File: src/sv/dq_pkg.sv
`timescale 1ns / 1ps

package dq_pkg;

  localparam int unsigned DEPTH = 16;
  localparam int unsigned IDX_W = (DEPTH > 1) ? $clog2(DEPTH) : 1;
  localparam int unsigned CNT_W = $clog2(DEPTH + 1);
  localparam int unsigned SUM_W = CNT_W + 1;
  localparam int unsigned DATA_W = 32;
  localparam int unsigned ENTRY_COUNT_W = 5;

  typedef enum logic [1:0] {
    KIND_PUSH_FRONT = 2'd0,
    KIND_PUSH_BACK  = 2'd1,
    KIND_POP_FRONT  = 2'd2,
    KIND_POP_BACK   = 2'd3
  } kind_e;

  typedef enum logic [1:0] {
    STATUS_OK    = 2'd0,
    STATUS_EMPTY = 2'd1,
    STATUS_FULL  = 2'd2
  } status_e;

  typedef enum logic [1:0] {
    ST_IDLE,
    ST_EXEC,
    ST_RESP
  } ctrl_state_e;

  typedef struct packed {
    kind_e                     kind;
    logic signed [DATA_W-1:0]  value;
  } in_t;

  typedef struct packed {
    logic signed [DATA_W-1:0]         popped_value;
    status_e                          status;
    logic [ENTRY_COUNT_W-1:0]         entry_count;
  } out_t;

  typedef struct packed {
    logic load;
    logic exec;
  } dp_cmd_t;

endpackage

File: src/sv/dq_ctrl.sv
`timescale 1ns / 1ps

module dq_ctrl (
  input  logic            clk_i,
  input  logic            rst_ni,
  input  logic            start,
  output logic            busy,
  output logic            done_o,
  output dq_pkg::dp_cmd_t cmd_o
);

  dq_pkg::ctrl_state_e state_q, state_d;

  always_ff @(posedge clk_i or negedge rst_ni) begin
    if (!rst_ni) begin
      state_q <= dq_pkg::ST_IDLE;
    end else begin
      state_q <= state_d;
    end
  end

  always_comb begin
    state_d = state_q;
    case (state_q)
      dq_pkg::ST_IDLE: begin
        if (start) begin
          state_d = dq_pkg::ST_EXEC;
        end
      end
      dq_pkg::ST_EXEC: state_d = dq_pkg::ST_RESP;
      dq_pkg::ST_RESP: state_d = dq_pkg::ST_IDLE;
      default:         state_d = dq_pkg::ST_IDLE;
    endcase
  end

  always_comb begin
    busy       = 1'b1;
    done_o     = 1'b0;
    cmd_o.load = 1'b0;
    cmd_o.exec = 1'b0;
    case (state_q)
      dq_pkg::ST_IDLE: begin
        busy       = 1'b0;
        cmd_o.load = start;
      end
      dq_pkg::ST_EXEC: cmd_o.exec = 1'b1;
      dq_pkg::ST_RESP: done_o = 1'b1;
      default: begin
        busy = 1'b1;
      end
    endcase
  end

  // one result per transfer, shown in the result state that follows the execute state
  a_done_after_accept: assert property (@(posedge clk_i) disable iff (!rst_ni)
    (start && !busy) |=> ##1 done_o)
    else $error("result strobe missing after accepted transfer");

  a_no_accept_while_done: assert property (@(posedge clk_i) disable iff (!rst_ni)
    done_o |-> busy && !cmd_o.load)
    else $error("transfer taken while result is shown");

  a_exec_before_done: assert property (@(posedge clk_i) disable iff (!rst_ni)
    cmd_o.exec |=> done_o)
    else $error("execute step not followed by result");

endmodule

File: src/sv/dq_datapath.sv
`timescale 1ns / 1ps

module dq_datapath (
  input  logic            clk_i,
  input  logic            rst_ni,
  input  dq_pkg::dp_cmd_t cmd_i,
  input  dq_pkg::in_t     item_i,
  output dq_pkg::out_t    result_o
);

  logic [dq_pkg::DATA_W-1:0] mem_q [dq_pkg::DEPTH];

  dq_pkg::kind_e              kind_q;
  logic [dq_pkg::DATA_W-1:0]  value_q;
  logic [dq_pkg::IDX_W-1:0]   front_q, front_d;
  logic [dq_pkg::CNT_W-1:0]   count_q, count_d;
  dq_pkg::status_e            status_q, status_d;
  logic                       pop_ok_q, pop_ok_d;
  logic [dq_pkg::DATA_W-1:0]  rd_data_q;

  logic                       is_push, is_full, is_empty;
  logic                       wr_en;
  logic [dq_pkg::IDX_W-1:0]   front_dec, front_inc, back_addr, addr;
  logic [dq_pkg::CNT_W-1:0]   back_off;
  logic [dq_pkg::SUM_W-1:0]   back_sum;

  assign is_push  = (kind_q == dq_pkg::KIND_PUSH_FRONT) || (kind_q == dq_pkg::KIND_PUSH_BACK);
  assign is_full  = (count_q == dq_pkg::CNT_W'(dq_pkg::DEPTH));
  assign is_empty = (count_q == '0);

  // ring wrap without relying on a power-of-two depth
  assign front_dec = (front_q == '0) ? dq_pkg::IDX_W'(dq_pkg::DEPTH - 1)
                                     : front_q - dq_pkg::IDX_W'(1);
  assign front_inc = (front_q == dq_pkg::IDX_W'(dq_pkg::DEPTH - 1)) ? '0
                                     : front_q + dq_pkg::IDX_W'(1);

  assign back_off = (kind_q == dq_pkg::KIND_PUSH_BACK) ? count_q
                                                       : count_q - dq_pkg::CNT_W'(1);
  assign back_sum = dq_pkg::SUM_W'(front_q) + dq_pkg::SUM_W'(back_off);
  assign back_addr = (back_sum >= dq_pkg::SUM_W'(dq_pkg::DEPTH))
                   ? dq_pkg::IDX_W'(back_sum - dq_pkg::SUM_W'(dq_pkg::DEPTH))
                   : dq_pkg::IDX_W'(back_sum);

  always_comb begin
    front_d  = front_q;
    count_d  = count_q;
    status_d = dq_pkg::STATUS_OK;
    pop_ok_d = 1'b0;
    wr_en    = 1'b0;
    addr     = back_addr;
    if (is_push) begin
      if (is_full) begin
        status_d = dq_pkg::STATUS_FULL;
      end else begin
        wr_en   = 1'b1;
        count_d = count_q + dq_pkg::CNT_W'(1);
        if (kind_q == dq_pkg::KIND_PUSH_FRONT) begin
          addr    = front_dec;
          front_d = front_dec;
        end
      end
    end else begin
      if (is_empty) begin
        status_d = dq_pkg::STATUS_EMPTY;
      end else begin
        pop_ok_d = 1'b1;
        count_d  = count_q - dq_pkg::CNT_W'(1);
        if (kind_q == dq_pkg::KIND_POP_FRONT) begin
          addr    = front_q;
          front_d = front_inc;
        end
      end
    end
  end

  // payload capture at the input transfer
  always_ff @(posedge clk_i) begin
    if (cmd_i.load) begin
      kind_q  <= item_i.kind;
      value_q <= item_i.value;
    end
  end

  always_ff @(posedge clk_i) begin
    if (cmd_i.exec) begin
      if (wr_en) begin
        mem_q[addr] <= value_q;
      end
      rd_data_q <= mem_q[addr];
    end
  end

  always_ff @(posedge clk_i or negedge rst_ni) begin
    if (!rst_ni) begin
      front_q  <= '0;
      count_q  <= '0;
      status_q <= dq_pkg::STATUS_OK;
      pop_ok_q <= 1'b0;
    end else if (cmd_i.exec) begin
      front_q  <= front_d;
      count_q  <= count_d;
      status_q <= status_d;
      pop_ok_q <= pop_ok_d;
    end
  end

  assign result_o.popped_value = pop_ok_q ? rd_data_q : '0;
  assign result_o.status       = status_q;
  assign result_o.entry_count  = dq_pkg::ENTRY_COUNT_W'(count_q);

  a_count_bound: assert property (@(posedge clk_i) disable iff (!rst_ni)
    count_q <= dq_pkg::CNT_W'(dq_pkg::DEPTH))
    else $error("entry count beyond depth");

  a_state_only_on_exec: assert property (@(posedge clk_i) disable iff (!rst_ni)
    !cmd_i.exec |=> $stable(count_q) && $stable(front_q))
    else $error("queue pointers moved outside execute step");

  a_pop_ok_status: assert property (@(posedge clk_i) disable iff (!rst_ni)
    pop_ok_q |-> status_q == dq_pkg::STATUS_OK)
    else $error("popped value flagged with error status");

endmodule

File: src/sv/double_ended_queue.sv
`timescale 1ns / 1ps

// double-ended queue of signed 32-bit values held in a 16-entry ring store
// input: cmd_i carries kind (push front, push back, pop front, pop back) and
//   value; a transfer happens on a rising edge with start high and busy low
// output: result_o (popped value, status, entry count) is valid for exactly
//   one cycle while done_o is high; the receiver cannot hold it off
// every transfer gives exactly one result
// sequence: after the transfer edge the controller passes through the execute
//   state and then raises done_o in the result state, so the result transfer is
//   at the edge that ends the result state; busy stays high from the transfer
//   until the result cycle ends, so no new item is taken before the last result
//   is shown; the execute step is one store access with a registered read
// pop on an empty queue returns status empty, value 0; push on a full queue is
//   dropped with status full; pushes always return value 0
// reset (rst_ni low, asynchronous) empties the queue and returns to idle; the
//   store contents are not cleared, no pop returns an entry before it is written
module double_ended_queue (
  input  logic         clk_i,
  input  logic         rst_ni,
  input  logic         start,
  output logic         busy,
  input  dq_pkg::in_t  cmd_i,
  output logic         done_o,
  output dq_pkg::out_t result_o
);

  dq_pkg::dp_cmd_t dp_cmd;

  dq_ctrl u_ctrl (
    .clk_i  (clk_i),
    .rst_ni (rst_ni),
    .start  (start),
    .busy   (busy),
    .done_o (done_o),
    .cmd_o  (dp_cmd)
  );

  dq_datapath u_datapath (
    .clk_i    (clk_i),
    .rst_ni   (rst_ni),
    .cmd_i    (dp_cmd),
    .item_i   (cmd_i),
    .result_o (result_o)
  );

endmodule
File: config.mk
export PLATFORM = sky130hd
export DESIGN_NAME = double_ended_queue
export DESIGN_NICKNAME = d
export VERILOG_FILES = /design/src/sv/dq_pkg.sv /design/src/sv/dq_ctrl.sv /design/src/sv/dq_datapath.sv /design/src/sv/double_ended_queue.sv
export SDC_FILE = /design/constraint.sdc
export NUM_CORES = 1
export LEC_CHECK = 0
export ABC_AREA = 1
export BUFFER_PORTS_ARGS = -buffer_cell sky130_fd_sc_hd__buf_4
export CORE_MARGIN = 8
export CORE_UTILIZATION = 45
export DETAILED_ROUTE_END_ITERATION = 12
export GPL_TIMING_DRIVEN = 0
export PLACE_DENSITY = 0.72
export SKIP_LAST_GASP = 1
export SYNTH_ARGS = -nofsm -noshare
export SYNTH_HDL_FRONTEND = slang
export SYNTH_SLANG_ARGS = --single-unit
File: constraint.sdc
create_clock -name clk_i -period 4.7 [get_ports clk_i]
set_input_delay 0.47 -clock clk_i [delete_from_list [all_inputs] [get_ports clk_i]]
set_output_delay 0.47 -clock clk_i [all_outputs]
set_load 0.02 [all_outputs]
==> run_results.csv <==
group,metric,value,unit
worst_setup_path,worstPathCellList,"buf_2 -> inv_2 -> buf_2 -> nand2_1 -> xor2_1 -> ha_1 -> inv_1 -> fa_1 -> nand3_1 -> o21ai_1 -> nand2b_1 -> buf_4 -> buf_2 -> nand3_1 -> nor2_4 -> buf_16",
yosys,yosysTopAreaCellShare,0.684,
floorplan,fp.coreArea,56100,sq um
finish,multiInputGateArea,6820,sq um
finish,drive_gt1_frac,0.128,
grt,grt_max_degree,28,
detailed_routing,finalWirelength,67900,um
worst_setup_path,reg2reg_from,"u_datapath.kind_q[1]",
clocking,cts_tree,"yes",
detailed_routing,ant_nets,0,
sta,relSlewSlack,0.438,
finish,diodes,0,
yosys,synth_top_cell_by_area,"edfxtp_1",
grt,grt_pass1_wl,102000,um
yosys,synth_cell_types,32,
yosys,synth_nets,2460,
floorplan,boundaryPins,78,
worst_setup_path,r2r_end,"u_datapath.mem_q[8][7]",
finish,fillerInstances,4634,
power,p_leak,12.6,nW
clocking,numCtsBuffers,60,
sta,tightest_slew,841,ps
worst_setup_path,crit_path_end_kind,"flip-flop",
clocking,root_buffer,"clkbuf_16",
worst_setup_path,worstPathArrival,4800,ps
hold_path,hp-start,"cmd_i[4]",
detailed_routing,wl_per_cell,19.8,um
clocking,insertion_delay,630,ps
yosys,ys_seq_area_frac,0.698,
run_status,status,"completed",
yosys,synth_flop_cell,"edfxtp_1",
yosys,yosysMostFrequentCell,"nand2_1",
floorplan,die_x,253,um
detailed_routing,drtIter0Drc,2109,
worst_setup_path,rrSetupSlack,230,ps
worst_setup_path,critPathRequiredTime,5030,ps
worst_setup_path,setup.worst_path.class,"reg2reg",
sta,fmax,224,MHz
grt,antenna_found_initial,1,
finish,final_nets,2665,
detailed_routing,viasPerCell,5.29,
finish,finalNonFillerCells,3426,
yosys,async_flop_share,0.0236,
clocking,cts.path.max_buffers,3,
job,cap_violations,0,
finish,syn2layout_area_growth,19.1,%
grt,grt_pass1_vias,17900,
detailed_routing,firstDrtPassIters,6,
yosys,ys_ff_latch,592,
power,finalPower,0.0225,W
sta,final_hold_viol_count,0,
yosys,ys_warn_count,0,
sta,skew,19.8,ps
sta,finalCritPeriodShare,0.952,
power,p_per_area,743,nW/um^2
yosys,ys_top_cells_by_area,"edfxtp_1 68%, nand2_1 19%, nand3_1 5.4%",
worst_setup_path,r2r_cells,16,
floorplan,rows,87,
yosys,syn_area,25400,sq um
worst_setup_path,crit_fanout,17,
yosys,syn_avg_cell_area,10.5,sq um
floorplan,start_util,0.453,
place,place_hpwl,44500,um
yosys,synth_edf_count,578,
worst_setup_path,slowest_delay,530,ps
place,io_buffer_count,77,
hold_path,hp-class,"in2reg",
clocking,clock_sinks,592,
finish,ff_latch_area,17700,sq um
hold_path,holdPathEnd,"u_datapath.value_q[4]",
grt,track_usage,0.208,
clocking,cts_resized,0,
clocking,clkTransAtPathRegs,60,ps
power,ir_drop,0.447,mV
place,globalplace.congestion,0.853,
clocking,htreeDepth,2,
sta,setup_viol,0,
yosys,synthCells,2415,
sta,slew_violations,0,
grt,grt_overflow,0,
yosys,synth_common_cells,"1256 x nand2_1, 578 x edfxtp_1, 274 x nand3_1",
worst_setup_path,slowest_stage,"fa_1",
detailed_routing,vias,18100,
floorplan,dieArea,64200,sq um
sta,min_period,4470,ps
worst_setup_path,start_kind,"flip-flop",
floorplan,fp.dieH,253,um
detailed_routing,remaining_drc_errors,0,
worst_setup_path,cp_common_cell,"buf_2",
place,dpl.cell_count,3266,
hold_path,hold_depth,1,
## how the worst max path moves through the flow
stage / from / endpoint
final: u_datapath.kind_q[1] / u_datapath.mem_q[8][7]
after global routing: u_datapath.kind_q[1] / u_datapath.mem_q[7][5]
after CTS: u_datapath.kind_q[1] / u_datapath.mem_q[11][13]
after detailed placement: u_datapath.kind_q[1] / u_datapath.mem_q[1][11]
after global placement: u_ctrl.state_q[0] / u_datapath.mem_q[1][13]
after floorplan: u_datapath.kind_q[1] / u_datapath.mem_q[11][0]
## registers in the layout (all words and copies together), names as in the netlist
name / flops
u_datapath.mem_q: 512
u_datapath.rd_data_q: 32
u_datapath.value_q: 32
u_datapath.count_q: 5
u_datapath.front_q: 4
u_ctrl.state_q: 2
u_datapath.kind_q: 2
u_datapath.status_q: 2
u_datapath.pop_ok_q: 1
## worst max-delay path: cells and delay by family, from the launching register on
family,cells,cell delay [ps]
DFF,1,360
adders and majority gates,2,730
buffers and inverters,7,1390
and+or+nand+nor,5,1360
xor gates and xnor gates,1,190
AOI/OAI and AO/OA,1,130
## per-stage QoR
stage	cell area (sq um)	setup TNS [ps]	worst slack, ps	utilization	hold slack (ps)
final	30200	0	226	0.539	28.8
after global routing	30200	-61.0	-13.0	0.539	11.3
after CTS	30000	0	8.23	0.535	0.704
after detailed placement	27500	-3280	-88.8	0.490	337
after global placement	26900	-1667750	-3550	0.480	334
after floorplan	25400	0	260	-	174
## cell usage in the layout, fill, tap and decap left out, types with 15 or more instances in the layout
master	synthesis	routed
inv_1	50	50
buf_12	0	23
nor2_1	36	18
buf_2	68	68
clkbuf_16	0	60
nor2_4	1	19
clkbuf_1	39	46
edfxtp_1	578	578
nand2_1	1256	1256
nand3_1	274	274
buf_6	16	16
dlygate4sd3_1	0	27
buf_4	10	94
o21ai_0	15	15
## kinds of logic (layout without fill, tap and decap cells)
family | count (synthesis) | in the layout | synth area share
fa+ha+maj | 8 | 8 | 0.00424
compound gates | 29 | 29 | 0.00661
flops | 592 | 592 | 0.698
xor+xnor | 9 | 9 | 0.00311
simple gates | 1580 | 1580 | 0.249
buf+inv | 197 | 452 | 0.0387
## report_power, final
| group | total [W] | internal [W] | switching [W] |
|---|---|---|---|
| sequential | 0.00672 | 0.00646 | 0.000260 |
| clock | 0.00520 | 0.00312 | 0.00208 |
| combinational | 0.0105 | 0.00312 | 0.00742 |
| total | 0.0225 | 0.0127 | 0.00976 |
## layout make-up
cell class	instances	share of cell area
flip-flops and latches	592	0.586
multi-input cells	1626	0.226
repair buffers	143	0.0532
clock buffers	67	0.0505
well taps	756	0.0313
plain buffers	139	0.0253
clock inverters	45	0.0209
inverters	58	0.00720
## metal layers
metal,vias up,wire (um),track usage,share of wire
met5,-,0,0,0
met4,0,2650,0.0945,0.039
met3,161,6330,0.0385,0.093
met2,889,32600,0.341,0.48
met1,8605,26300,0.267,0.39
li1,8460,-,-,-
## repair_timing
action	4_1_cts	5_1_grt
hold buffers	27	0
endpoints found under the setup margin	105	286
pin swaps	8	9
setup buffers	6	15
hold endpoints to repair	40	0
No activity file was read; power rests on OpenSTA's default activity.
